==> src/hdl/mdps_pkg.sv <==
`timescale 1ns / 1ps

package mdps_pkg;

   localparam int FRAC_BITS = 24;
   localparam int ONE       = 1 << FRAC_BITS;
   localparam int EPS       = (ONE + 500000) / 1000000;
   localparam int WMIN      = (ONE + 50000) / 100000;
   localparam int EPS_W     = $clog2(EPS + 1);
   localparam int SQ_W      = 2 * EPS_W + 1;
   localparam int PRESS_MUL = 100 * 65536;

   localparam int CSR_IDX_W  = 3;
   localparam int CSR_DATA_W = 24;

   localparam logic [CSR_IDX_W-1:0] CSR_MASS        = 3'd0;
   localparam logic [CSR_IDX_W-1:0] CSR_DRAG        = 3'd1;
   localparam logic [CSR_IDX_W-1:0] CSR_FIXED_ANGLE = 3'd2;
   localparam logic [CSR_IDX_W-1:0] CSR_ANGLE_X     = 3'd3;
   localparam logic [CSR_IDX_W-1:0] CSR_ANGLE_Y     = 3'd4;
   localparam logic [CSR_IDX_W-1:0] CSR_NIB_WIDTH   = 3'd5;
   localparam logic [CSR_IDX_W-1:0] CSR_WIDTH_RANGE = 3'd6;

   localparam logic [16:0]        RST_MASS        = 17'd32768;
   localparam logic [16:0]        RST_DRAG        = 17'd9830;
   localparam logic               RST_FIXED_ANGLE = 1'b1;
   localparam logic signed [17:0] RST_ANGLE_X     = 18'sd39322;
   localparam logic signed [17:0] RST_ANGLE_Y     = 18'sd13107;
   localparam logic [23:0]        RST_NIB_WIDTH   = 24'd98304;
   localparam logic [16:0]        RST_WIDTH_RANGE = 17'd3277;

   localparam int DIV_NUM_W  = 50;
   localparam int DIV_DEN_W  = 32;
   localparam int DIV_CNT_W  = $clog2(DIV_NUM_W);
   localparam int SQRT_IN_W  = 64;
   localparam int SQRT_OUT_W = 32;
   localparam int SQRT_CNT_W = $clog2(SQRT_OUT_W);
   localparam int MUL_A_W    = 38;
   localparam int MUL_B_W    = 33;
   localparam int MUL_P_W    = MUL_A_W + MUL_B_W;

   typedef struct packed {
      logic                 start;
      logic [DIV_NUM_W-1:0] dividend;
      logic [DIV_DEN_W-1:0] divisor;
   } mdps_div_req_type;

   typedef struct packed {
      logic                 done;
      logic                 busy;
      logic [DIV_NUM_W-1:0] quotient;
   } mdps_div_rsp_type;

   typedef struct packed {
      logic                 start;
      logic [SQRT_IN_W-1:0] radicand;
   } mdps_sqrt_req_type;

   typedef struct packed {
      logic                  done;
      logic [SQRT_OUT_W-1:0] root;
   } mdps_sqrt_rsp_type;

   function automatic logic [32:0] mag33(input logic signed [32:0] v);
      return v[32] ? 33'(-v) : 33'(v);
   endfunction

   function automatic logic is_small(input logic signed [32:0] x,
                                     input logic signed [32:0] y);
      logic [32:0]     mx;
      logic [32:0]     my;
      logic [SQ_W-1:0] s;
      mx = mag33(x);
      my = mag33(y);
      s  = SQ_W'(mx[EPS_W-1:0] * mx[EPS_W-1:0]) + SQ_W'(my[EPS_W-1:0] * my[EPS_W-1:0]);
      return (mx < 33'(EPS)) && (my < 33'(EPS)) && (s < SQ_W'(EPS * EPS));
   endfunction

   function automatic logic signed [MUL_P_W-1:0] round16(input logic signed [MUL_P_W-1:0] v);
      logic [MUL_P_W-1:0] m;
      m = v[MUL_P_W-1] ? MUL_P_W'(-v) : MUL_P_W'(v);
      m = (m + MUL_P_W'(32768)) >> 16;
      return v[MUL_P_W-1] ? -signed'(m) : signed'(m);
   endfunction

   function automatic logic signed [31:0] sat32(input logic signed [71:0] v);
      if (v > 72'sd2147483647) begin
         return 32'sh7fffffff;
      end else if (v < -72'sd2147483648) begin
         return 32'sh80000000;
      end
      return v[31:0];
   endfunction

   function automatic logic [16:0] sat16(input logic [16:0] v);
      return (v > 17'd65536) ? 17'd65536 : v;
   endfunction

   function automatic logic signed [DIV_NUM_W:0] apply_sign(input logic [DIV_NUM_W-1:0] q,
                                                            input logic neg);
      logic signed [DIV_NUM_W:0] s;
      s = signed'({1'b0, q});
      return neg ? -s : s;
   endfunction

   function automatic logic signed [17:0] clamp_dir(input logic [DIV_NUM_W-1:0] q,
                                                    input logic neg);
      logic [16:0] c;
      c = (q > DIV_NUM_W'(65536)) ? 17'd65536 : q[16:0];
      return neg ? -signed'({1'b0, c}) : signed'({1'b0, c});
   endfunction

endpackage

==> src/hdl/mdps_mul.sv <==
`timescale 1ns / 1ps

module mdps_mul (
   input  logic                                 clock,
   input  logic signed [mdps_pkg::MUL_A_W-1:0]  mul_a,
   input  logic signed [mdps_pkg::MUL_B_W-1:0]  mul_b,
   output logic signed [mdps_pkg::MUL_P_W-1:0]  product
);

   logic signed [mdps_pkg::MUL_P_W-1:0] product_ff;

   always_ff @(posedge clock) begin
      product_ff <= mul_a * mul_b;
   end

   assign product = product_ff;

endmodule

==> config.mk <==
export PLATFORM = sky130hd
export DESIGN_NAME = mdps_mul
export DESIGN_NICKNAME = d
export VERILOG_FILES = /design/src/hdl/mdps_pkg.sv /design/src/hdl/mdps_mul.sv
export SDC_FILE = /design/constraint.sdc
export NUM_CORES = 2
export LEC_CHECK = 0
export ABC_AREA = 0
export CAP_MARGIN = 20
export CORE_MARGIN = 1.5
export CORE_UTILIZATION = 44
export DETAILED_ROUTE_END_ITERATION = 10
export DONT_BUFFER_PORTS = 1
export GPL_TIMING_DRIVEN = 0
export HOLD_SLACK_MARGIN = 0.02
export PLACE_DENSITY = 0.69
export SYNTH_ARGS = -nofsm -noshare
export SYNTH_HDL_FRONTEND = slang
export SYNTH_SLANG_ARGS = --single-unit
==> constraint.sdc <==
create_clock -name clock -period 22.3 [get_ports clock]
set_input_delay 0 -clock clock [delete_from_list [all_inputs] [get_ports clock]]
set_output_delay 0 -clock clock [all_outputs]
set_load 0.03 [all_outputs]
### Word-level counts from Yosys, hierarchy flattened

Cells that the tools add are included.

| storage, ports and cells | value |
|---|---|
| bits in registers | 71 |
| latch bits | 0 |
| memory bits (writable) | 0 |
| bits in read-only memories | 0 |
| input bits | 72 |
| output and inout bits | 71 |
| logic and storage cells | 2 |
| memories | 0 |

| cells by class | value |
|---|---|
| add/sub/neg operators | 0 |
| multipliers | 1 |
| div/mod/pow operators | 0 |
| order comparisons | 0 |
| equal/unequal tests | 0 |
| shift operators | 0 |
| mux-type cells | 0 |
| bitwise logic cells | 0 |
| reduce and logical (&&, ||, !) cells | 0 |

Operators with widths:

| kind | count |
|---|---|
| $mul A38 B33 Y71 | 1 |

### Depth between registers and ports, before layout

| logic depth | value |
|---|---|
| word-level depth | 1 |
| mapped depth | 30 |
| mapped depth without buffers | 28 |

### Worst setup path before layout

OpenSTA, ideal clock, no wires.

| timing path | value |
|---|---|
| kind | input to register |
| from | input port mul_a[37] in the netlist's numbering |
| to | register product_ff (netlist bit product[68]) |
| setup time | 0.134 ns |
| arrival | 7.242 ns |
| data required time | 22.166 ns |
| path slack | 14.923 ns |
| stages | 25 |
| cells stage by stage | clkbuf_1 > nand2_1 > inv_1 > fa_1 > fa_1 > inv_1 > fa_1 > inv_1 > fa_1 > inv_1 > fa_1 > fa_1 > fa_1 > fa_1 > inv_1 > ha_1 > clkbuf_1 > a21o_1 > a21o_1 > a21oi_1 > o21bai_1 > a21oi_1 > o21ai_4 > nor3b_1 > or4_1 |

| on the way | value |
|---|---|
| longest elaborated chain between the ends | 1 |

Ends and longest elaborated chain:

| element | RTL line | RTL |
|---|---|---|
| start: declaration | mdps_mul.sv:5 | `input logic signed [mdps_pkg::MUL_A_W-1:0] mul_a,` |
| $mul A38 B33 Y71 | mdps_mul.sv:13 | `product_ff <= mul_a * mul_b;` |
| end signal: assignment | mdps_mul.sv:13 |  |
| end: declaration | mdps_mul.sv:10 | `logic signed [mdps_pkg::MUL_P_W-1:0] product_ff;` |

Every way passes these cells.

### Final worst setup path

| timing path | value |
|---|---|
| from | input port mul_b[25] in the netlist's numbering |
| to | register product_ff (netlist bit product[70]) |

| on the way | value |
|---|---|
| longest elaborated chain between the ends | 1 |

Ends and longest elaborated chain:

| element | RTL line | RTL |
|---|---|---|
| start: declaration | mdps_mul.sv:6 | `input logic signed [mdps_pkg::MUL_B_W-1:0] mul_b,` |
| $mul A38 B33 Y71 | mdps_mul.sv:13 |  |

Every way passes these cells.

==> reports/metrics.csv <==
stage,metric,value,unit
timing,worst slew pin tran,1.23,ns
final_layout,# nets final,6505,
logic_synthesis,area share of the largest cell type after synthesis,57.2,%
final_layout,multi-input logic area,38200,um2
routing,vias per inst,5.43,
floorplan,initial core utilization,44.5,%
placed_design,gpl congestion,1.06,
final_layout,"non-filler cells, final",6299,
final_layout,max reg flops,71,
worst_hold_path,hold path start,mul_a[0],
setup_path,worst endpoint required time,22.61,ns
final_layout,Area Overhead vs Synth,4.59,%
setup_path,CP max stage cell,a211oi_1,
routing,DR DRC count,0,
clocking,Post-CTS Resized,0,
setup_path,Worst EP arrival,10.45,ns
clocking,CTS Buffer Depth,2,
clocking,clock-pin slew on the worst setup and hold paths,0.07,ns
clocking,TritonCTS Buffers,9,
final_layout,final core utilization,46.6,%
logic_synthesis,"flops & latches, synth",71,
floorplan,core footprint,102000,um2
logic_synthesis,top-count cell post-synth,fa_1,
setup_path,crit-path max FO,10,
setup_path,Worst Setup Start Kind,input pin,
logic_synthesis,Gate Count Post-Synth,4893,
placed_design,pre-CTS setup slack,11.98,ns
placed_design,Placed Cells,6262,
placed_design,port bufs,0,
floorplan,I/O pin cnt,143,
clocking,Post-CTS Hold Buffers,0,
routing,Vias,34200,
setup_path,family with the most delay on the worst path,adder cells,
timing,RSZ-0062 raised after global routing,no,
worst_hold_path,hold depth,2,
logic_synthesis,sequential element share of the synthesized area,3.12,%
clocking,setup bufs post-CTS,0,
timing,final setup vio count,0,
timing,relative slew slack,18.3,%
clocking,Clock Sinks,71,
timing,f_max,98.6,MHz
routing,Routed wire per std cell,26.0,um
floorplan,Die Y,325,um
timing,Final TNS setup,0,ns
floorplan,chip width,325,um
global_routing,largest net degree at the start of global routing,27,
timing,Final Hold Fails,0,
logic_synthesis,ys flop type,dfxtp_1,
timing,setup slack after layout,12.16,ns
flow_run,maxcap violations,0,
routing,initial DRC count,3347,
final_layout,layout cells sized above 1,1.41,%
clocking,CTS H-Tree Depth,3,
worst_hold_path,Hold Crit Class,input pin to flop,
floorplan,die area,105000,um2
logic_synthesis,Post-Syn Nets,6492,
clocking,clock tree from TritonCTS,yes,
logic_synthesis,Area contributors post-synth,"fa_1, inv_1, and2_1, ha_1, nand2_1",
global_routing,Total Routing Usage GR,31.8,%
logic_synthesis,Post-synth EDFFs,0,
global_routing,vias in the first global route,35900,
setup_path,CP most frequent cell,fa_1,
placed_design,hpwl dp,145,mm
routing,Final ANT Viol Nets,0,
clocking,root buffer selected by CTS,clkbuf_16,
timing,final slew viol count,0,
logic_synthesis,Synth top cells by count,"fa_1, inv_1, nand2_1, and2_1, clkbuf_1",
final_layout,Register Area,1420,um2
logic_synthesis,synthesized area,45500,um2
global_routing,Congestion Overflow GR,0,
worst_hold_path,Hold EP,product[0],
timing,period utilization,45.5,%
setup_path,Worst Setup End Kind,flop,
routing,First-pass DRT Iterations,7,
setup_path,crit path buf inv count,8,
setup_path,Critical Path Start,mul_b[25],
global_routing,initial antenna violation count,26,
status,status,"complete, no violations",
logic_synthesis,synthesized area per cell,9.30,um2
routing,final wirelength,163,mm
logic_synthesis,Yosys top cell by area,fa_1,
logic_synthesis,share of flip-flops with an asynchronous set or reset,0,%
final_layout,# fillers,9929,
setup_path,CP max stage delay,0.91,ns
timing,minimum clock period,10.14,ns
global_routing,first-pass GRT wire length,241,mm
logic_synthesis,Netlist cell types,77,
setup_path,critical setup path kind,input pin to flop,
floorplan,Core Rows,117,
logic_synthesis,Ys Warns,0,
==> cells in the final DEF (no fill, tap or decap), types with 9 or more instances in the layout <==
cell type / n
diode_2: 20
xnor2_1: 59
a21o_1: 43
ha_1: 227
nand2_1: 713
o21bai_1: 16
clkbuf_1: 257
fa_1: 1300
o21ai_1: 12
nand4_1: 15
inv_1: 1284
nor2_1: 70
nand3_1: 14
buf_2: 11
clkbuf_16: 9
o21ai_0: 28
nand2b_1: 10
a21oi_1: 73
dfxtp_1: 71
xor2_1: 19
and2_1: 556
==> logic make-up (layout without fill, tap and decap cells) <==
kind of cell | Yosys count | in the layout | synth area share, %
AO/OA/AOI/OAI | 238 | 238 | 3.67
flip-flops | 71 | 71 | 3.12
adder cells (fa/ha/maj) | 1527 | 1527 | 63.4
AND/OR/NAND/NOR | 1420 | 1420 | 15.3
buffers and inverters | 1557 | 1575 | 13.0
other | 0 | 20 | 0
XOR/XNOR | 78 | 78 | 1.50
multiplexers | 2 | 2 | 0.0467
==> how the worst max path moves through the flow <==
stage	end	slack, ns	cells after the start
2_1_floorplan	product[68]	14.92	25
3_3_place_gp	product[70]	11.88	28
3_5_place_dp	product[70]	11.98	28
4_1_cts	product[70]	12.38	28
5_1_grt	product[70]	11.96	28
6_report	product[70]	12.16	28
==> layout make-up <==
class	count	share of cell area [%]
Inverter	1284	10.1
Antenna cell	20	0.105
Multi-Input combinational cell	3265	80.3
Timing Repair Buffer	2	0.0473
Tap cell	1368	3.60
Clock inverter	6	0.145
Clock buffer	10	0.481
Buffer	273	2.26
Sequential cell	71	2.99
==> layer usage <==
layer  track usage [%]  up-vias  wire length, um
li1                  -    13900                -
met1              39.8    17700            58300
met2              48.9     2096            73700
met3              8.45      588            18600
met4              20.1        4            12900
met5                 0        -               27
==> metrics by stage <==
stage | hold slack [ns] | instance area [um2]
2_1_floorplan | 0.322 | 45500
3_3_place_gp | 0.374 | 47200
3_5_place_dp | 0.374 | 47200
4_1_cts | 0.105 | 47500
5_1_grt | 0.141 | 47600
6_report | 0.101 | 47600
Power is not shown: default switching activity piles up to over one toggle a cycle in this logic, so the estimate is an artifact.
