## config.mk

```make
export PLATFORM = sky130hd
export DESIGN_NAME = mdps_div
export DESIGN_NICKNAME = d
export VERILOG_FILES = /design/src/hdl/mdps_pkg.sv /design/src/hdl/mdps_div.sv
export SDC_FILE = /design/constraint.sdc
export NUM_CORES = 1
export LEC_CHECK = 0
export BUFFER_PORTS_ARGS = -buffer_cell sky130_fd_sc_hd__buf_4
export CORE_UTILIZATION = 45
export DETAILED_ROUTE_END_ITERATION = 10
export GPL_TIMING_DRIVEN = 0
export MAX_ROUTING_LAYER = met4
export PLACE_DENSITY = 0.7
export SLEW_MARGIN = 10
export SYNTH_ARGS = -nofsm -noshare
export SYNTH_HDL_FRONTEND = slang
export SYNTH_SLANG_ARGS = --single-unit
```

## constraint.sdc

```tcl
create_clock -name clock -period 2.49 [get_ports clock]
set_input_delay 0.3735 -clock clock [delete_from_list [all_inputs] [get_ports clock]]
set_output_delay 0.3735 -clock clock [all_outputs]
set_load 0.005 [all_outputs]
```

## src/hdl/mdps_pkg.sv

```systemverilog
`timescale 1ns / 1ps

package mdps_pkg;

   localparam int FRAC_BITS = 24;
   localparam int ONE       = 1 << FRAC_BITS;
   localparam int EPS       = (ONE + 500000) / 1000000;
   localparam int WMIN      = (ONE + 50000) / 100000;
   localparam int EPS_W     = $clog2(EPS + 1);
   localparam int SQ_W      = 2 * EPS_W + 1;
   localparam int PRESS_MUL = 100 * 65536;

   localparam int CSR_IDX_W  = 3;
   localparam int CSR_DATA_W = 24;

   localparam logic [CSR_IDX_W-1:0] CSR_MASS        = 3'd0;
   localparam logic [CSR_IDX_W-1:0] CSR_DRAG        = 3'd1;
   localparam logic [CSR_IDX_W-1:0] CSR_FIXED_ANGLE = 3'd2;
   localparam logic [CSR_IDX_W-1:0] CSR_ANGLE_X     = 3'd3;
   localparam logic [CSR_IDX_W-1:0] CSR_ANGLE_Y     = 3'd4;
   localparam logic [CSR_IDX_W-1:0] CSR_NIB_WIDTH   = 3'd5;
   localparam logic [CSR_IDX_W-1:0] CSR_WIDTH_RANGE = 3'd6;

   localparam logic [16:0]        RST_MASS        = 17'd32768;
   localparam logic [16:0]        RST_DRAG        = 17'd9830;
   localparam logic               RST_FIXED_ANGLE = 1'b1;
   localparam logic signed [17:0] RST_ANGLE_X     = 18'sd39322;
   localparam logic signed [17:0] RST_ANGLE_Y     = 18'sd13107;
   localparam logic [23:0]        RST_NIB_WIDTH   = 24'd98304;
   localparam logic [16:0]        RST_WIDTH_RANGE = 17'd3277;

   localparam int DIV_NUM_W  = 50;
   localparam int DIV_DEN_W  = 32;
   localparam int DIV_CNT_W  = $clog2(DIV_NUM_W);
   localparam int SQRT_IN_W  = 64;
   localparam int SQRT_OUT_W = 32;
   localparam int SQRT_CNT_W = $clog2(SQRT_OUT_W);
   localparam int MUL_A_W    = 38;
   localparam int MUL_B_W    = 33;
   localparam int MUL_P_W    = MUL_A_W + MUL_B_W;

   typedef struct packed {
      logic                 start;
      logic [DIV_NUM_W-1:0] dividend;
      logic [DIV_DEN_W-1:0] divisor;
   } mdps_div_req_type;

   typedef struct packed {
      logic                 done;
      logic                 busy;
      logic [DIV_NUM_W-1:0] quotient;
   } mdps_div_rsp_type;

   typedef struct packed {
      logic                 start;
      logic [SQRT_IN_W-1:0] radicand;
   } mdps_sqrt_req_type;

   typedef struct packed {
      logic                  done;
      logic [SQRT_OUT_W-1:0] root;
   } mdps_sqrt_rsp_type;

   function automatic logic [32:0] mag33(input logic signed [32:0] v);
      return v[32] ? 33'(-v) : 33'(v);
   endfunction

   function automatic logic is_small(input logic signed [32:0] x,
                                     input logic signed [32:0] y);
      logic [32:0]     mx;
      logic [32:0]     my;
      logic [SQ_W-1:0] s;
      mx = mag33(x);
      my = mag33(y);
      s  = SQ_W'(mx[EPS_W-1:0] * mx[EPS_W-1:0]) + SQ_W'(my[EPS_W-1:0] * my[EPS_W-1:0]);
      return (mx < 33'(EPS)) && (my < 33'(EPS)) && (s < SQ_W'(EPS * EPS));
   endfunction

   function automatic logic signed [MUL_P_W-1:0] round16(input logic signed [MUL_P_W-1:0] v);
      logic [MUL_P_W-1:0] m;
      m = v[MUL_P_W-1] ? MUL_P_W'(-v) : MUL_P_W'(v);
      m = (m + MUL_P_W'(32768)) >> 16;
      return v[MUL_P_W-1] ? -signed'(m) : signed'(m);
   endfunction

   function automatic logic signed [31:0] sat32(input logic signed [71:0] v);
      if (v > 72'sd2147483647) begin
         return 32'sh7fffffff;
      end else if (v < -72'sd2147483648) begin
         return 32'sh80000000;
      end
      return v[31:0];
   endfunction

   function automatic logic [16:0] sat16(input logic [16:0] v);
      return (v > 17'd65536) ? 17'd65536 : v;
   endfunction

   function automatic logic signed [DIV_NUM_W:0] apply_sign(input logic [DIV_NUM_W-1:0] q,
                                                            input logic neg);
      logic signed [DIV_NUM_W:0] s;
      s = signed'({1'b0, q});
      return neg ? -s : s;
   endfunction

   function automatic logic signed [17:0] clamp_dir(input logic [DIV_NUM_W-1:0] q,
                                                    input logic neg);
      logic [16:0] c;
      c = (q > DIV_NUM_W'(65536)) ? 17'd65536 : q[16:0];
      return neg ? -signed'({1'b0, c}) : signed'({1'b0, c});
   endfunction

endpackage

```

## src/hdl/mdps_div.sv

```systemverilog
`timescale 1ns / 1ps

module mdps_div (
   input  logic                       clock,
   input  logic                       reset,
   input  mdps_pkg::mdps_div_req_type div_req,
   output mdps_pkg::mdps_div_rsp_type div_rsp
);

   logic                               busy_ff;
   logic                               done_ff;
   logic [mdps_pkg::DIV_CNT_W-1:0]     cnt_ff;
   logic [mdps_pkg::DIV_NUM_W-1:0]     quo_ff;
   logic [mdps_pkg::DIV_DEN_W-1:0]     rem_ff;
   logic [mdps_pkg::DIV_DEN_W-1:0]     den_ff;
   logic [mdps_pkg::DIV_DEN_W:0]       trial;
   logic [mdps_pkg::DIV_DEN_W:0]       diff;
   logic                               ge;

   assign trial = {rem_ff, quo_ff[mdps_pkg::DIV_NUM_W-1]};
   assign ge    = trial >= {1'b0, den_ff};
   assign diff  = trial - {1'b0, den_ff};

   always_ff @(posedge clock) begin
      if (reset) begin
         busy_ff <= 1'b0;
         done_ff <= 1'b0;
         cnt_ff  <= '0;
      end else begin
         done_ff <= 1'b0;
         if (div_req.start) begin
            busy_ff <= 1'b1;
            cnt_ff  <= '0;
         end else if (busy_ff) begin
            cnt_ff <= cnt_ff + 1'b1;
            if (cnt_ff == mdps_pkg::DIV_CNT_W'(mdps_pkg::DIV_NUM_W - 1)) begin
               busy_ff <= 1'b0;
               done_ff <= 1'b1;
            end
         end
      end
   end

   always_ff @(posedge clock) begin
      if (div_req.start) begin
         quo_ff <= div_req.dividend;
         rem_ff <= '0;
         den_ff <= div_req.divisor;
      end else if (busy_ff) begin
         rem_ff <= ge ? diff[mdps_pkg::DIV_DEN_W-1:0] : trial[mdps_pkg::DIV_DEN_W-1:0];
         quo_ff <= {quo_ff[mdps_pkg::DIV_NUM_W-2:0], ge};
      end
   end

   assign div_rsp.done     = done_ff;
   assign div_rsp.busy     = busy_ff;
   assign div_rsp.quotient = quo_ff;

endmodule

```

## Yosys cells after proc, flatten, opt, wreduce, memory -nomap -nowiden

Index checks and enable logic that the tools add are counted.
Widths: inputs -> output; s select.

| operators by class | value |
|---|---|
| order comparisons | 1 |
| muxes and demuxes | 7 |
| shift-type cells | 0 |
| divide/modulo/power cells | 0 |
| equal/unequal tests | 1 |
| bitwise logic cells | 1 |
| multipliers | 0 |
| reductions and logical operators | 3 |
| add/sub/neg operators | 2 |

Operators with widths:

| operator | count |
|---|---|
| $mux 50 | 2 |
| $ge 33x32->1 | 1 |
| $mux 32 | 1 |
| $sub 32x32->32 | 1 |
| $add 6x1->6 const B | 1 |
| $eq 6x6->1 const B | 1 |
| $mux 1 | 4 |
| $reduce_or 3->1 | 1 |
| $reduce_bool 2->1 | 1 |
| $reduce_or 2->1 | 1 |
| $not 1->1 | 1 |

| storage, ports and cells | value |
|---|---|
| flip-flop bits (word level) | 122 |
| bits in read-only memories | 0 |
| RAM bits | 0 |
| bits in latches | 0 |
| output and inout bits | 52 |
| bits of input ports | 85 |
| memories kept | 0 |

## Logic depth before layout (Yosys ltp)

| depth | value |
|---|---|
| word-level depth | 4 |
| depth in mapped cells | 14 |

## Least setup slack after synthesis

Ideal clock, no wire load.

| timing | value |
|---|---|
| path type | register to register |
| start point | register quo_ff[49] (netlist bit) |
| end point | register rem_ff[30] (netlist bit) |
| path buffers | 0 |
| arrival | 2614 ps |
| clock period less this slack | 2700 ps |
| cell stages (with the launch flop) | 13 |
| library setup time | 86 ps |
| path slack | -210 ps |
| path through | edfxtp_1 inv_1 ha_1 fa_1 nor2b_1 o31a_1 o31ai_1 a2111o_1 a31o_2 a211o_1 o211ai_1 nand2_1 a211oi_1 |

| on the way | value |
|---|---|
| longest elaborated chain between the ends | 2 |
| elaborated cells between the ends (all ways) | 3 |

Ends and longest elaborated chain:

| what | RTL line | source |
|---|---|---|
| from (decl) | mdps_div.sv:13 | `logic [mdps_pkg::DIV_NUM_W-1:0] quo_ff;` |
| from (signal assigned) | mdps_div.sv:46 | `quo_ff <= div_req.dividend;` |
| from (signal assigned) | mdps_div.sv:51 | `quo_ff <= {quo_ff[mdps_pkg::DIV_NUM_W-2:0], ge};` |
| $sub 32x32->32 or $ge 33x32->1 (tied branches) | mdps_div.sv:22, mdps_div.sv:21 |  |
| $mux 32 * | mdps_div.sv:50 | `rem_ff <= ge ? diff[mdps_pkg::DIV_DEN_W-1:0] : trial[mdps_pkg::DIV_DEN_W-1:0];` |
| to (signal assigned) | mdps_div.sv:50 |  |
| to (decl) | mdps_div.sv:14 | `logic [mdps_pkg::DIV_DEN_W-1:0] rem_ff;` |

Mark *: on every way between the ends. The rest lies on a longest branch, timed or not.
A chain may end at the register's enable or synchronous reset.

## Worst setup path in the final report

| timing | value |
|---|---|
| start point | register den_ff[0] (netlist bit) |
| end point | register rem_ff[30] (netlist bit) |

| on the way | value |
|---|---|
| longest elaborated chain between the ends | 2 |
| elaborated cells between the ends (all ways) | 3 |

Ends and longest elaborated chain:

| what | RTL line | source |
|---|---|---|
| from (decl) | mdps_div.sv:15 | `logic [mdps_pkg::DIV_DEN_W-1:0] den_ff;` |
| from (signal assigned) | mdps_div.sv:48 | `den_ff <= div_req.divisor;` |
| $sub 32x32->32 or $ge 33x32->1 (tied branches) | mdps_div.sv:22, mdps_div.sv:21 |  |
| $mux 32 * | mdps_div.sv:50 |  |

Marks and branches as above.

==> impl_summary.md <==
Power and ir drop
Dividing total power by cell area gives a power density of 727.6 nW/um^2. The worst IR drop on VDD is 721.4 uV. The clock network is responsible for 38.5% of the overall power. Of the total power, combinational logic draws 25.5%.

The total internal power is 0.005034 W. The power consumption is 0.006949 W. The sequential share of power is 35.9%.

The switching power as a share of total power is 27.56%. In this run the power spent charging and discharging nets is 0.001915 W. The leakage power of the design is 3.965 nW.

Logic synthesis
Sequential elements use 48.98% of the synthesized area. The synthesized netlist contains 58 unique library cells. The synthesis-stage register bit count is 122. The biggest area contributor in the post-synthesis netlist is edfxtp_1. The fraction of synthesized cell area taken by the top area cell type is 36.96%. The total standard cell area after synthesis is 6663 um^2.

The share of flip-flops with an asynchronous set or reset after synthesis is 0%. By count the netlist is led by 82 x edfxtp_1, 67 x nor2_1, 52 x a21oi_1. The leading register cell type out of synthesis is edfxtp_1. In the synthesized netlist, the number of instances is 631. The most frequently used cell type in the post-synthesis netlist is edfxtp_1.

The number of warning messages in the yosys log is 0. A synthesized cell averages 10.56 um^2. After synthesis, the cell types taking the most area are edfxtp_1 37%, dfxtp_1 12%, mux2_2 8.3%.

The net count of the mapped netlist is 751. The count of flip-flops with a built-in enable after synthesis is 82.

Routing
For this block, the initial DRC count from the detailed router was 335. In the routed layout, each cell is associated on average with a via count of 5.555. The detail route stage leaves a number of antenna-violating nets equal to 0. The total iterations of the first detailed-routing run is 4. The number of vias in the routed layout is 5644.

The routed design has 18.23 mm of wire. The residual DRC count is 0. Dividing the detail-routed wire length by the instance count gives 17.94 um.

Hold path
The number of stages on the worst hold path is 2. The tightest min-delay check is of the in2reg type.

Global routing
The largest net degree at the start of global routing is 34. The remaining global-route overflow is 0. After global routing, the most crowded layer is met2. Global routing consumed, on the met3 layer, 6.593% of the routing resources.

Global routing consumed, on the met2 layer, 40.97% of the routing resources. In the global route stage, met1 resource usage came out at 29.70%. The global-route wire length before repair is 28.24 mm. The via count of the first global-routing pass is 5826.

The initial antenna violation count is 0. The total routing usage reported by global routing is 25.38%.

Die
The initial utilization of the core area, before any placement, comes to 46.02%. The die covers 15300 um^2. The top-level I/O count is 137.

The core area is 14480 um^2. The die span in y is 123.7 um. In this run the core area contains 44 standard-cell rows. From left edge to right edge, the die measures 123.7 um.

Worst setup path
The cell depth of the worst flop-to-flop path is 12. The worst setup path is captured at a flip-flop. The slack of the worst reg-to-reg path is -0.46 ns.

At the worst endpoint, the required time is 2.83 ns. The critical path arrival is 3.29 ns. By startpoint and endpoint, the worst setup path is classified as reg2reg. Of all nets on the critical path, the largest fanout is 3. The type of origin of the critical path is a flip-flop.

Timing
The worst clock skew on the final layout is 0.01137 ns. The post-route clock period utilization is 118.5%. For the finished layout, the period the worst path requires is 2.951 ns. The final worst-path setup slack is -0.4612 ns. The worst slew margin relative to its limit is 49.87%. Timing would allow up to 0.3388 GHz. The setup TNS is -13.04 ns. At the pin with the least slew margin, the transition time is 0.7519 ns.

Setup violations remaining at the end of the flow were counted as 33. The number of max-slew violations in the final report is 0. The count of endpoints failing hold in the final timing report is 0. Setup repair after global routing could not meet its margin everywhere.

Placement
At the end of routability-driven placement, the weighted congestion stood at 0.8895. Summing all placed instances gives a cell area of 8084 um^2. During placement, the flow inserted port buffers numbering 136. The HPWL after detailed placement is 12.01 mm.

Cells and area
Once layout is complete, the utilization of the core stands at 65.96%. Relative to the synthesized area, the layout overhead comes to 43.34%. The fraction of layout cells with a size suffix above 1 is 44.11%. With fillers left out, the area of the finished cells amounts to 9550 um^2. The layout net count is 940. The count of antenna diodes in the layout is 0.

Clock tree
The clock transition at the registers of the reported paths is 0.05 ns. Clock tree synthesis found a total of 122 sinks. At the later pin of the worst-skew pair, clock insertion delay measures 0.42 ns. The CTS root buffer is clkbuf_16.

The number of buffers created by CTS is 17. The CTS tree is built. In this run the number of H-tree levels came out at 4.

The maximum root-to-sink buffer count is 2.

Outcome
The final reports fail on negative setup slack. The flow ran to the end, but the final reports show violations.

Job
The number of max-capacitance violations reported is 0.
[placed cells by master (no fill, tap or decap), drive strengths merged, types with 3 or more instances in the layout]
cell type / count
inv: 46
o21a: 5
a21o: 17
nor3: 12
clkbuf: 31
nand2: 35
a31oi: 4
a21boi: 5
o211ai: 3
mux2i: 5
ha: 34
o31a: 5
xnor2: 15
or2: 5
mux2: 49
nor2b: 5
dfxtp: 40
a211o: 3
nand3: 10
nor2: 67
bufinv: 5
or3: 7
nand4: 7
xor2: 9
a211oi: 25
buf: 188
and3: 4
a21oi: 52
o21ai: 25
edfxtp: 82
clkinv: 5
[repair_timing]
item / in CTS / in global routing
endpoints found under the setup margin: 83 / 33
pin swaps: 51 / 32
gates cloned: 8 / 0
buffers inserted: 22 / 9
hold buffers: 0 / 0
gates resized for setup: 79 / 42
[power by group through the flow]
stage,Combinational (W),Sequential [W],Clock (W)
floorplan,0.000904,0.00250,0
global placement,0.00134,0.00252,0
detailed placement,0.00137,0.00252,0
CTS,0.00168,0.00249,0.00270
global route,0.00191,0.00252,0.00280
finish,0.00177,0.00250,0.00268
[critical path: stages, from the launching register on]
cell and delay [ns]:
edfxtp_1 0.41, ha_4 0.19, fa_2 0.37, nor2b_4 0.13, o31a_1 0.21, o31ai_4 0.11
a2111o_1 0.43, buf_4 0.16, a31o_4 0.23, a211o_1 0.25, o211ai_1 0.10, nand2_1 0.10
a211oi_2 0.17
[area by class of cell]
type                            count  area, um^2
Tap cell                          184       230.2
Inverter                           43       168.9
Fill cell                        1062        4928
Timing Repair Buffer              169        1395
Clock inverter                     13       198.9
Timing Repair inverter              1       6.256
Sequential cell                   122        3267
Buffer                             32       214.0
Multi-Input combinational cell    434        3641
Clock buffer                       18       429.2
[per-stage QoR]
step	instances	hold slack, ns	setup slack [ns]
2_1_floorplan	631	0.4459	-0.1335
3_3_place_gp	951	0.4742	-0.8884
6_report	1016	0.1169	-0.4612
5_1_grt	1016	0.1092	-0.5460
3_5_place_dp	951	0.4897	-1.031
4_1_cts	1012	0.1084	-0.3976
[registers in the layout (all words and copies together) (netlist names)]
signal   flops
cnt_ff       6
den_ff      32
done_ff      1
quo_ff      50
rem_ff      32
busy_ff      1
[final timing paths]
path              startpoint          to
setup / recovery   den_ff[0]  rem_ff[30]
hold / removal         reset     busy_ff
setup reg to reg   den_ff[0]  rem_ff[30]
hold reg to reg    cnt_ff[5]   cnt_ff[5]
[routing by layer]
layer / vias up / wire length, um / share of wire [%]
li1: 2689 / - / -
met1: 2715 / 7694 / 42
met2: 206 / 8981 / 49
met3: 34 / 1161 / 6.4
met4: 0 / 392 / 2.2
met5: - / 0 / 0
[cells by family (layout without fill, tap and decap cells)]
logic type	Yosys count	count (layout)	synth area share [%]
xor+xnor	24	24	3.155
fa+ha+maj	35	35	6.685
flops	122	122	48.98
compound gates	162	162	16.09
buf+inv	76	276	5.296
simple gates	158	159	10.76
mux	54	54	9.033
Power figures use the tool's default switching activity.
