### config.mk
export PLATFORM = sky130hd
export DESIGN_NAME = mdps_sqrt
export DESIGN_NICKNAME = d
export VERILOG_FILES = /design/src/hdl/mdps_pkg.sv /design/src/hdl/mdps_sqrt.sv
export SDC_FILE = /design/constraint.sdc
export NUM_CORES = 1
export LEC_CHECK = 0
export BUFFER_PORTS_ARGS = -buffer_cell sky130_fd_sc_hd__buf_4
export CAP_MARGIN = 20
export CORE_MARGIN = 2
export CORE_UTILIZATION = 40
export DETAILED_ROUTE_END_ITERATION = 16
export GPL_TIMING_DRIVEN = 1
export PLACE_DENSITY_LB_ADDON = 0.2
export SLEW_MARGIN = 20
export SYNTH_ARGS = -nofsm -noshare
export SYNTH_HDL_FRONTEND = slang
export SYNTH_SLANG_ARGS = --single-unit
### constraint.sdc
create_clock -name clock -period 3.4 [get_ports clock]
set_clock_uncertainty 0.15 [all_clocks]
set_input_delay 0 -clock clock [delete_from_list [all_inputs] [get_ports clock]]
set_output_delay 0 -clock clock [all_outputs]
set_load 0.1 [all_outputs]
### src/hdl/mdps_pkg.sv
`timescale 1ns / 1ps

package mdps_pkg;

   localparam int FRAC_BITS = 24;
   localparam int ONE       = 1 << FRAC_BITS;
   localparam int EPS       = (ONE + 500000) / 1000000;
   localparam int WMIN      = (ONE + 50000) / 100000;
   localparam int EPS_W     = $clog2(EPS + 1);
   localparam int SQ_W      = 2 * EPS_W + 1;
   localparam int PRESS_MUL = 100 * 65536;

   localparam int CSR_IDX_W  = 3;
   localparam int CSR_DATA_W = 24;

   localparam logic [CSR_IDX_W-1:0] CSR_MASS        = 3'd0;
   localparam logic [CSR_IDX_W-1:0] CSR_DRAG        = 3'd1;
   localparam logic [CSR_IDX_W-1:0] CSR_FIXED_ANGLE = 3'd2;
   localparam logic [CSR_IDX_W-1:0] CSR_ANGLE_X     = 3'd3;
   localparam logic [CSR_IDX_W-1:0] CSR_ANGLE_Y     = 3'd4;
   localparam logic [CSR_IDX_W-1:0] CSR_NIB_WIDTH   = 3'd5;
   localparam logic [CSR_IDX_W-1:0] CSR_WIDTH_RANGE = 3'd6;

   localparam logic [16:0]        RST_MASS        = 17'd32768;
   localparam logic [16:0]        RST_DRAG        = 17'd9830;
   localparam logic               RST_FIXED_ANGLE = 1'b1;
   localparam logic signed [17:0] RST_ANGLE_X     = 18'sd39322;
   localparam logic signed [17:0] RST_ANGLE_Y     = 18'sd13107;
   localparam logic [23:0]        RST_NIB_WIDTH   = 24'd98304;
   localparam logic [16:0]        RST_WIDTH_RANGE = 17'd3277;

   localparam int DIV_NUM_W  = 50;
   localparam int DIV_DEN_W  = 32;
   localparam int DIV_CNT_W  = $clog2(DIV_NUM_W);
   localparam int SQRT_IN_W  = 64;
   localparam int SQRT_OUT_W = 32;
   localparam int SQRT_CNT_W = $clog2(SQRT_OUT_W);
   localparam int MUL_A_W    = 38;
   localparam int MUL_B_W    = 33;
   localparam int MUL_P_W    = MUL_A_W + MUL_B_W;

   typedef struct packed {
      logic                 start;
      logic [DIV_NUM_W-1:0] dividend;
      logic [DIV_DEN_W-1:0] divisor;
   } mdps_div_req_type;

   typedef struct packed {
      logic                 done;
      logic                 busy;
      logic [DIV_NUM_W-1:0] quotient;
   } mdps_div_rsp_type;

   typedef struct packed {
      logic                 start;
      logic [SQRT_IN_W-1:0] radicand;
   } mdps_sqrt_req_type;

   typedef struct packed {
      logic                  done;
      logic [SQRT_OUT_W-1:0] root;
   } mdps_sqrt_rsp_type;

   function automatic logic [32:0] mag33(input logic signed [32:0] v);
      return v[32] ? 33'(-v) : 33'(v);
   endfunction

   function automatic logic is_small(input logic signed [32:0] x,
                                     input logic signed [32:0] y);
      logic [32:0]     mx;
      logic [32:0]     my;
      logic [SQ_W-1:0] s;
      mx = mag33(x);
      my = mag33(y);
      s  = SQ_W'(mx[EPS_W-1:0] * mx[EPS_W-1:0]) + SQ_W'(my[EPS_W-1:0] * my[EPS_W-1:0]);
      return (mx < 33'(EPS)) && (my < 33'(EPS)) && (s < SQ_W'(EPS * EPS));
   endfunction

   function automatic logic signed [MUL_P_W-1:0] round16(input logic signed [MUL_P_W-1:0] v);
      logic [MUL_P_W-1:0] m;
      m = v[MUL_P_W-1] ? MUL_P_W'(-v) : MUL_P_W'(v);
      m = (m + MUL_P_W'(32768)) >> 16;
      return v[MUL_P_W-1] ? -signed'(m) : signed'(m);
   endfunction

   function automatic logic signed [31:0] sat32(input logic signed [71:0] v);
      if (v > 72'sd2147483647) begin
         return 32'sh7fffffff;
      end else if (v < -72'sd2147483648) begin
         return 32'sh80000000;
      end
      return v[31:0];
   endfunction

   function automatic logic [16:0] sat16(input logic [16:0] v);
      return (v > 17'd65536) ? 17'd65536 : v;
   endfunction

   function automatic logic signed [DIV_NUM_W:0] apply_sign(input logic [DIV_NUM_W-1:0] q,
                                                            input logic neg);
      logic signed [DIV_NUM_W:0] s;
      s = signed'({1'b0, q});
      return neg ? -s : s;
   endfunction

   function automatic logic signed [17:0] clamp_dir(input logic [DIV_NUM_W-1:0] q,
                                                    input logic neg);
      logic [16:0] c;
      c = (q > DIV_NUM_W'(65536)) ? 17'd65536 : q[16:0];
      return neg ? -signed'({1'b0, c}) : signed'({1'b0, c});
   endfunction

endpackage

### src/hdl/mdps_sqrt.sv
`timescale 1ns / 1ps

module mdps_sqrt (
   input  logic                        clock,
   input  logic                        reset,
   input  mdps_pkg::mdps_sqrt_req_type sqrt_req,
   output mdps_pkg::mdps_sqrt_rsp_type sqrt_rsp
);

   logic                               busy_ff;
   logic                               done_ff;
   logic [mdps_pkg::SQRT_CNT_W-1:0]    cnt_ff;
   logic [mdps_pkg::SQRT_IN_W-1:0]     rad_ff;
   logic [33:0]                        rem_ff;
   logic [mdps_pkg::SQRT_OUT_W-1:0]    root_ff;
   logic [35:0]                        rem_t;
   logic [35:0]                        trial;
   logic                               ge;

   assign rem_t = {rem_ff, rad_ff[mdps_pkg::SQRT_IN_W-1 -: 2]};
   assign trial = {2'b00, root_ff, 2'b01};
   assign ge    = rem_t >= trial;

   always_ff @(posedge clock) begin
      if (reset) begin
         busy_ff <= 1'b0;
         done_ff <= 1'b0;
         cnt_ff  <= '0;
      end else begin
         done_ff <= 1'b0;
         if (sqrt_req.start) begin
            busy_ff <= 1'b1;
            cnt_ff  <= '0;
         end else if (busy_ff) begin
            cnt_ff <= cnt_ff + 1'b1;
            if (cnt_ff == mdps_pkg::SQRT_CNT_W'(mdps_pkg::SQRT_OUT_W - 1)) begin
               busy_ff <= 1'b0;
               done_ff <= 1'b1;
            end
         end
      end
   end

   always_ff @(posedge clock) begin
      if (sqrt_req.start) begin
         rad_ff  <= sqrt_req.radicand;
         rem_ff  <= '0;
         root_ff <= '0;
      end else if (busy_ff) begin
         rem_ff  <= ge ? 34'(rem_t - trial) : rem_t[33:0];
         rad_ff  <= rad_ff << 2;
         root_ff <= {root_ff[mdps_pkg::SQRT_OUT_W-2:0], ge};
      end
   end

   assign sqrt_rsp.done = done_ff;
   assign sqrt_rsp.root = root_ff;

endmodule

---- Yosys cells after proc, flatten, opt, wreduce, memory -nomap -nowiden ----
Cells that the tools add are included.
word-level totals
  output and inout port bits .............. 33
  register bits after elaboration ......... 137
cells by class
  eq/ne operators ......................... 1
  add/sub/neg operators ................... 2
  magnitude comparators ................... 1
  reductions and logical operators ........ 3
  bitwise logic cells ..................... 1
  multiplexer cells ....................... 7
operators with widths
  cell                                                           number
  64-bit two-way mux                                             2
  36-bit by 34-bit >= comparator with 1-bit output               1
  34-bit two-way mux                                             1
  34-bit subtractor                                              1
  5-bit by 1-bit adder with 5-bit output, second input constant  1
  5-bit == test, second input constant                           1
  1-bit two-way mux                                              4
  3-bit OR reduction                                             1
  2-bit nonzero test                                             1
  2-bit OR reduction                                             1
  1-bit inverter                                                 1

---- Logic depth before layout (Yosys ltp) ----
Gate-level depths: netlist of the first run.
  depth after elaboration ................. 4
  mapped depth ............................ 15
  mapped depth without buffers ............ 12

---- Worst setup path after synthesis of the first run ----
No wires, ideal clock.
  kind .................................... register -> register
  start ................................... register root_ff[3] in the netlist's numbering
  end ..................................... register rem_ff[14]
  data required time ...................... 3112 ps
  setup slack ............................. -125 ps
  data arrival time ....................... 3237 ps
  clock period less this slack ............ 3525 ps
  path buffers ............................ 2
  cell stages (with the launch flop) ...... 14
  library setup time ...................... 138 ps
  path through ............................ dfxtp_1 > inv_1 > ha_1 > a211o_1 > a21o_1 > o21ai_1 > o211ai_2 > a21oi_2 > and2_1 > o31a_2 > buf_6 > buf_8 > mux2i_1 > a211oi_2
between the ends
  word-level cells in the longest chain between the ends .. 2
RTL lines
  item                                                                                          line                              source
  start: declaration                                                                            mdps_sqrt.sv:15                   logic [mdps_pkg::SQRT_OUT_W-1:0] root_ff;
  start signal: assignment                                                                      mdps_sqrt.sv:52                   root_ff <= {root_ff[mdps_pkg::SQRT_OUT_W-2:0], ge};
  34-bit subtractor / 36-bit by 34-bit >= comparator with 1-bit output (equally long branches)  mdps_sqrt.sv:50, mdps_sqrt.sv:22
  34-bit two-way mux *                                                                          mdps_sqrt.sv:50                   rem_ff <= ge ? 34'(rem_t - trial) : rem_t[33:0];
  end signal: assignment                                                                        mdps_sqrt.sv:50
  end: declaration                                                                              mdps_sqrt.sv:14                   logic [33:0] rem_ff;
Mark *: on every way between the ends. The rest lies on a longest branch, timed or not.
A chain may end at the register's enable or synchronous reset.

---- Worst setup path in the final report of the first run ----
  start ................................... register root_ff[14] in the netlist's numbering
  end ..................................... register rem_ff[7]
between the ends
  word-level cells in the longest chain between the ends .. 2
RTL lines
  item                                              line             source
  36-bit by 34-bit >= comparator with 1-bit output  mdps_sqrt.sv:22  assign ge = rem_t >= trial;
  34-bit two-way mux                                mdps_sqrt.sv:50
No other way between the ends.

==> flow_summary.yaml, run 1 <==
final_layout:
  area_growth_pct: 30.7
  stdcell_count: 1108
  antenna_cells: 0
  drive_gt1_frac: 0.264
  fin_nets: 969
grt:
  antenna_found_initial: 0
  grt_pass1_vias: 5908
  gr-usage-all-layers: 0.174
  grt_max_degree: 65
  grt_pass1_wl_mm: 27.8
  grt_remaining_overflow: 0
critical_path:
  path_buf_inv: 2
  start_kind: "flop"
  worst_ep_arrival_time_ns: 3.35
  cp_max_fo: 32
  slowest_stage: "ha_1"
  crit_family: "compound AO/OA/AOI/OAI gates"
  worstPathCellList: "inv_1, ha_1, nand4_1, nor4_2, o21ai_1, o211ai_2, a21oi_2, and2_1, o31a_2, buf_12, o31a_1, a211oi_2"
  critical_path_class: "reg -> reg"
  end_kind: "flop"
  cp.required_ns: 3.59
  critPathMaxStageDelay_ns: 0.40
timing:
  hold-worst-slack_ns: 0.140
  fmax_mhz: 317
  tightest_slew_ns: 0.861
  hold_viol: 0
  finalMaxSlewViolations: 0
  rsz0062_at_grt: "no"
  layout_setup_ws_ns: 0.247
  setup_tns_ns: 0
  setup_viol: 0
  post-route-period-util: 0.927
  maxSlewHeadroom: 0.424
  finalCriticalPeriod_ns: 3.15
routing:
  final_antenna_net_count: 0
  via_count: 5737
  routedWlPerCell_um: 14.6
  dr.pass1.iters: 5
  drt-total-wl_mm: 16.2
  drtIter0Drc: 247
  vias_per_cell: 5.18
  drc: 0
clocking:
  clock_latency_ns: 0.43
  numCtsBuffers: 17
  cts_tree: "yes"
  clock-sinks: 137
  cts_buffer_depth: 2
  cts_max_level: 4
  cts_root_buf: "clkbuf_16"
  clk_pin_slew_ns: 0.06
floorplan:
  top_level_ports: 100
  start_util: 0.408
  coreArea_um2: 18000
  die_h_um: 139
  rows: 49
  die_area_um2: 19400
  die_x_um: 139
synthesis:
  synth_compound_area_frac: 0.145
  yosys_warnings: 0
  ys_types: 55
  ys_seq_area_frac: 0.462
  async_reset_ff_frac: 0
  synthAdderAreaFrac: 0.0615
  synthTopCellsByArea: "edfxtp_1 (26%), dfxtp_1 (20%), mux2_2 (9.5%), ha_1 (6.1%), mux2i_1 (5.6%)"
  synth_top_area_cell: "edfxtp_1"
  ys.flop_type: "dfxtp_1"
  synth_common_cells: "nor2_1 (99), dfxtp_1 (73), edfxtp_1 (64)"
  synth.area.mux_share: 0.151
  synth_area_per_cell_um2: 10.4
  postSynthCellCount: 707
  syn_area_um2: 7330
  synthDominantCellAreaShare: 0.262
  synth-seq-cells: 137
  synth-simple-area-share: 0.0967
  synth.most_common_cell: "nor2_1"
  synth_top_family_by_area: "multiplexers"
  synth_edf_count: 64
  syn_nets: 810
  synth_xor_area_frac: 0.0394
placement:
  place.gp.congestion: 0.898
  place_ws_ns: 0.232
  portBuffers: 99
  placed_cells: 1009
  place_hpwl_mm: 10.7
flow_run:
  max_cap_viol_count: 0
pwr:
  power_density_nw_per_um2: 793
  peakVddDrop_mv: 0.445
  p_leak_nw: 3.88
run_status:
  status: "finished, final reports clean"
min_path:
  hp-class: "in -> reg"
## metal layers
| metal | GRT usage | vias to the layer above | part of all wire |
|---|---|---|---|
| met3 | 0.0516 | 30 | 0.049 |
| met2 | 0.284 | 129 | 0.47 |
| li1 | - | 2866 | - |
| met5 | 0 | - | 0 |
| met1 | 0.217 | 2712 | 0.45 |
| met4 | 0.0696 | 0 | 0.021 |
## cells in the final DEF (no fill, tap or decap), types with 3 or more instances in the layout
cell type / instances
bufinv_16: 3
clkbuf_16: 17
inv_6: 5
nor2_1: 99
dfxtp_1: 59
xor2_1: 14
a211oi_2: 6
mux2_2: 62
o21a_1: 4
edfxtp_1: 64
ha_1: 36
a31oi_1: 3
nor3_1: 6
mux2i_1: 41
buf_4: 108
xnor2_1: 19
nand3_1: 5
and2_1: 5
o22ai_1: 3
dlygate4sd3_1: 65
inv_1: 39
o21ai_1: 5
o21bai_1: 6
nor2b_1: 3
o21ai_0: 21
dfxtp_2: 13
a211oi_1: 20
nand2_1: 27
a21o_1: 14
nand4_1: 4
a21oi_1: 51
nand2b_1: 8
a32oi_1: 3
## through the flow
stage               area (um^2)  power [mW]  utilization
floorplan                  7340        4.93            -
global placement           8280        5.52        0.461
detailed placement         8280        5.54        0.461
CTS                        9550        7.58        0.532
global route               9570        8.16        0.533
finish                     9570        7.59        0.533
## worst min-delay path, stage by stage
cell and delay (ns):
dlygate4sd3_1 0.53, buf_4 0.11, nor2_1 0.04
## layout make-up
| cell class | instances | area (um^2) |
|---|---|---|
| inverter | 40 | 150 |
| tap | 229 | 287 |
| clock buffer | 18 | 429 |
| sequential | 137 | 3400 |
| clock inverter | 14 | 184 |
| fill | 1592 | 8390 |
| timing repair buffer | 175 | 1490 |
| multi-input combinational | 495 | 3630 |
## state kept, by name, summed over array words and instances, names as in the netlist
| register | flops |
|---|---|
| rem_ff | 34 |
| cnt_ff | 5 |
| rad_ff | 64 |
| done_ff | 1 |
| busy_ff | 1 |
| root_ff | 32 |
## power breakdown
| part | switching [mW] | leakage, nW | internal [mW] |
|---|---|---|---|
| registers | 0.131 | 1.25 | 1.96 |
| logic | 1.96 | 2.33 | 1.59 |
| clock network | 0.773 | 0.304 | 1.17 |
## kinds of logic (layout without fill, tap and decap cells)
kind of cell / count (synthesis) / in the layout
mux: 103 / 103
buf+inv: 75 / 247
xor+xnor: 33 / 33
flops: 137 / 137
fa+ha+maj: 36 / 36
compound gates: 158 / 158
simple gates: 165 / 165
## worst paths after layout
kind,startpoint,endpoint,slack [ns],depth (start not counted)
worst min-delay path,reset,busy_ff,0.14,3
worst max register to register,root_ff[14],rem_ff[7],0.25,12
worst min register to register,rem_ff[0],rem_ff[0],0.32,2
worst max-delay path,root_ff[14],rem_ff[7],0.25,12
## repair_timing
item	4_1_cts	5_1_grt
hold buffers	65	0
gates resized for setup	0	2
endpoints found under the setup margin	0	12
buffers inserted	0	2
endpoints found under the hold margin	71	0
Power figures use the tool's default switching activity.
==> run 2, diff against run 1 <==
CELL_PAD_IN_SITES_DETAIL_PLACEMENT = 1   (was default)
CELL_PAD_IN_SITES_GLOBAL_PLACEMENT = 2   (was default)
CORE_UTILIZATION = 37   (was 40)
==> run 2 against run 1 <==
  * Clock-buffer cell count did not move
  * Sequential share of layout area fell by 0.17 points
  * Fmax rose by 0.52%
  * Design area rose by 0.48%
  * Clock power fell by 4%
  * Non-clock buffer count rose by 2
  * Wire length rose by 15%
  * Global-route usage rose by 1.3 points
  * Combinational power rose by 5%
==> flow_summary.yaml, run 2 (synthesis results as in run 1) <==
routing:
  routedWlPerCell_um: 16.2
  drc: 0
  dr.pass1.iters: 4
  wl_met2_mm: 9.53
  vias_per_cell: 5.04
  wl_met1_mm: 8.26
  top_layer_used: "met4"
  via_count: 5780
  drtIter0Drc: 163
  final_antenna_net_count: 0
  wl_met3_um: 672
  drt-total-wl_mm: 18.6
clocking:
  cts_max_level: 4
  clock-sinks: 137
  clk_pin_slew_ns: 0.07
  cts_root_buf: "clkbuf_16"
  numCtsBuffers: 17
  cts_tree: "yes"
  clock_latency_ns: 0.43
  cts_buffer_depth: 2
placement:
  placed_cells: 1047
  place_hpwl_mm: 12.1
  portBuffers: 99
  place_ws_ns: 0.237
  place.gp.congestion: 0.809
timing:
  maxSlewHeadroom: 0.435
  hold_viol: 0
  tightest_slew_ns: 0.845
  layout_setup_ws_ns: 0.263
  finalMaxSlewViolations: 0
  setup_tns_ns: 0
  rsz0062_at_grt: "no"
  fmax_mhz: 319
  setup_viol: 0
  finalCriticalPeriod_ns: 3.14
  post-route-period-util: 0.923
final_layout:
  area_growth_pct: 31.3
  fin_nets: 971
  stdcell_count: 1147
  layout_common_cells: "buf_4 (109), nor2_1 (99), dlygate4sd3_1 (66), edfxtp_1 (64), mux2_2 (62)"
  largest_reg_flops: 64
  reg_top3: "rad_ff: 64 flops, rem_ff: 34 flops, root_ff: 32 flops"
  multi_input_area_um2: 3630
  nFillCells: 2131
  drive_gt1_frac: 0.264
  mostFrequentLayoutCell: "buf_4"
  top_register: "rad_ff"
  seq_area_um2: 3400
  final_core_util: 0.494
floorplan:
  die_x_um: 145
  start_util: 0.376
  die_area_um2: 20900
  die_h_um: 145
  top_level_ports: 100
  coreArea_um2: 19500
  rows: 51
run_status:
  status: "finished, final reports clean"
critical_path:
  critical_path_class: "reg -> reg"
  worst_ep_arrival_time_ns: 3.34
  cp.required_ns: 3.60
  start_kind: "flop"
  end_kind: "flop"
  cp_max_fo: 27
grt:
  grt_remaining_overflow: 0
  gr-usage-all-layers: 0.187
  grt_pass1_vias: 6244
  antenna_found_initial: 1
  grt_pass1_wl_mm: 30.9
  grt_max_degree: 69
flow_run:
  max_cap_viol_count: 0
pwr:
  p_leak_nw: 3.87
  peakVddDrop_mv: 0.432
  power_density_nw_per_um2: 798
min_path:
  hp-class: "in -> reg"
==> run 2: cell count changes in the layout (fill, tap and decap cells not counted), sizes merged <==
| cell | previous run | this run |
|---|---|---|
| buf | 110 | 111 |
| clkinv | 4 | 2 |
| diode | 0 | 1 |
| inv | 47 | 49 |
| dlygate4sd3 | 65 | 66 |
| clkinvlp | 0 | 2 |
| bufinv | 3 | 1 |
==> run 2: worst paths after layout <==
path / start / end / slack [ns] / cells past startpoint
setup reg to reg: root_ff[14] / rem_ff[10] / 0.26 / 12
setup / recovery: root_ff[14] / rem_ff[10] / 0.26 / 12
hold / removal: reset / busy_ff / 0.15 / 3
hold reg to reg: rem_ff[0] / rem_ff[0] / 0.32 / 2
==> run 2: where the power goes <==
group	switching (mW)	leakage, nW	internal [mW]
Combinational	2.06	2.34	1.65
Sequential	0.140	1.25	1.96
Clock	0.825	0.281	1.04
==> run 2: final cells by class <==
cell class	instances	area share
Antenna cell	1	0.000260
Clock buffer	18	0.0446
Clock inverter	14	0.0163
Inverter	40	0.0156
Multi-Input combinational cell	495	0.377
Sequential cell	137	0.354
Tap cell	265	0.0345
Timing Repair Buffer	177	0.158
==> run 2: worst max-delay path, cell delays in order (launching register included) <==
cell and delay [ns]:
dfxtp_2 0.35, inv_1 0.05, ha_1 0.39, nand4_1 0.21, nor4_2 0.32, o21ai_1 0.13, o211ai_2 0.14, a21oi_2 0.14
and2_1 0.16, o31a_2 0.33, buf_12 0.17, o31a_1 0.31, a211oi_2 0.20
==> run 2: stage by stage <==
step / power, mW / area (um^2) / hold slack [ns]
5_1_grt: 8.25 / 9620 / 0.167
2_1_floorplan: 4.93 / 7340 / -0.0776
3_3_place_gp: 5.70 / 8360 / 0.0343
6_report: 7.68 / 9620 / 0.147
3_5_place_dp: 5.76 / 8360 / 0.0307
4_1_cts: 7.75 / 9600 / 0.138
==> run 2: layer usage <==
layer	vias up	track usage
met2	87	0.337
met5	-	0
met3	12	0.0480
met1	2814	0.224
li1	2867	-
met4	0	0.0439
==> run 2: repair_timing <==
item / CTS / global route
hold buffers: 66 / 0
gates resized for setup: 0 / 1
endpoints found under the setup margin: 0 / 3
hold endpoints to repair: 77 / 0
buffers inserted: 0 / 1
==> run 3, diff against run 2 <==
MAX_ROUTING_LAYER = met4   (was default)
==> run 3 against run 2 <==
  * Wire length decreased by 0.26%
  * Via count increased by 0.36%
  * Final cell count unchanged
  * Combinational power about the same
  * Non-clock buffer count unchanged
  * Setup slack got worse by 0.0072 ns
  * Sequential power about the same
  * Critical endpoint unchanged
==> flow_summary.yaml, run 3 (synthesis results as in run 1) <==
critical_path:
  worst_ep_arrival_time_ns: 3.34
  cp.required_ns: 3.60
  critical_path_class: "reg -> reg"
  end_kind: "flop"
  cp_max_fo: 27
  start_kind: "flop"
final_layout:
  reg_top3: "rad_ff: 64 flops, rem_ff: 34 flops, root_ff: 32 flops"
  final_core_util: 0.494
  multi_input_area_um2: 3630
  top_register: "rad_ff"
  area_growth_pct: 31.3
  nFillCells: 2131
  layout_common_cells: "buf_4 (109), nor2_1 (99), dlygate4sd3_1 (66), edfxtp_1 (64), mux2_2 (62)"
  largest_reg_flops: 64
  fin_nets: 971
  mostFrequentLayoutCell: "buf_4"
  seq_area_um2: 3400
  drive_gt1_frac: 0.264
routing:
  vias_per_cell: 5.06
  drt-total-wl_mm: 18.6
  via_count: 5801
  final_antenna_net_count: 0
  routedWlPerCell_um: 16.2
  dr.pass1.iters: 4
  drc: 0
  drtIter0Drc: 164
grt:
  antenna_found_initial: 1
  gr-usage-all-layers: 0.193
  grt_pass1_wl_mm: 30.9
  grt_remaining_overflow: 0
  grt_pass1_vias: 6243
  grt_max_degree: 69
clocking:
  clock_latency_ns: 0.43
  numCtsBuffers: 17
  clock-sinks: 137
  cts_tree: "yes"
  cts_root_buf: "clkbuf_16"
  clk_pin_slew_ns: 0.07
  cts_buffer_depth: 2
  cts_max_level: 4
placement:
  place_hpwl_mm: 12.1
  portBuffers: 99
  place.gp.congestion: 0.821
pwr:
  p_comb_frac: 0.483
  p_leak_nw: 3.87
  p_clk_frac: 0.243
  pwr-share-seq: 0.274
  switching_share: 0.393
  power_density_nw_per_um2: 798
  power.switching_mw: 3.02
  intPower_mw: 4.66
  peakVddDrop_mv: 0.429
floorplan:
  die_x_um: 145
  coreArea_um2: 19500
  die_area_um2: 20900
  rows: 51
  start_util: 0.376
  die_h_um: 145
  top_level_ports: 100
timing:
  tightest_slew_ns: 0.844
  hold_viol: 0
  fmax_mhz: 318
  setup_tns_ns: 0
  setup_viol: 0
  finalMaxSlewViolations: 0
  hold-worst-slack_ns: 0.147
  post-route-period-util: 0.925
  rsz0062_at_grt: "no"
  maxSlewHeadroom: 0.435
  finalCriticalPeriod_ns: 3.14
min_path:
  hp-class: "in -> reg"
run_status:
  status: "finished, final reports clean"
flow_run:
  max_cap_viol_count: 0
run 3: cell counts in the layout (fill, tap and decap cells not counted):
Identical to the previous run, type by type.
run 3: layout make-up:
cell class              count  area share
diodes                      1    0.000260
inverters                  40      0.0156
clock inverters            14      0.0163
flip-flops and latches    137       0.354
multi-input cells         495       0.377
clock buffers              18      0.0446
repair buffers            177       0.158
well taps                 265      0.0345
run 3: power groups by stage:
stage / clock network (mW) / registers, mW / logic, mW
after global routing: 1.98 / 2.13 / 4.14
after floorplan: 0 / 2.13 / 2.80
after detailed placement: 0 / 2.13 / 3.63
after global placement: 0 / 2.13 / 3.58
after CTS: 1.91 / 2.10 / 3.73
final: 1.87 / 2.10 / 3.71
run 3: per-layer routing:
layer  track usage  vias to the layer above  share of wire
met5             -                        -              0
met4        0.0429                        0         0.0083
met3        0.0411                       11          0.029
met2         0.337                       86           0.51
met1         0.229                     2840           0.45
li1              -                     2864              -
run 3: timing repair:
action | 4_1_cts | 5_1_grt
gates resized for setup | 0 | 1
setup buffers | 0 | 1
setup endpoints to repair | 0 | 3
hold buffers | 66 | 0
endpoints found under the hold margin | 77 | 0
run 3: path summary, 6_finish.rpt:
| path | start | to | depth (start not counted) | slack [ns] |
|---|---|---|---|---|
| worst max-delay path | root_ff[14] | rem_ff[10] | 12 | 0.26 |
| worst min-delay path | reset | busy_ff | 3 | 0.15 |
| worst max register to register | root_ff[14] | rem_ff[10] | 12 | 0.26 |
| worst min register to register | rem_ff[0] | rem_ff[0] | 2 | 0.32 |
run 3: through the flow:
step | std cells | setup WS (ns) | instance area (um^2) | power [mW]
2_1_floorplan | 707 | 0.00936 | 7340 | 4.93
3_3_place_gp | 1047 | 0.311 | 8360 | 5.70
3_5_place_dp | 1047 | 0.237 | 8360 | 5.76
4_1_cts | 1145 | 0.207 | 9600 | 7.75
5_1_grt | 1147 | 0.0299 | 9620 | 8.25
6_report | 1147 | 0.256 | 9620 | 7.68
run 3: critical path, cell delays in order (launching register included):
cell	delay [ns]
dfxtp_2	0.35
inv_1	0.05
ha_1	0.40
nand4_1	0.21
nor4_2	0.32
o21ai_1	0.13
o211ai_2	0.14
a21oi_2	0.14
and2_1	0.16
o31a_2	0.33
buf_12	0.17
o31a_1	0.31
a211oi_2	0.20
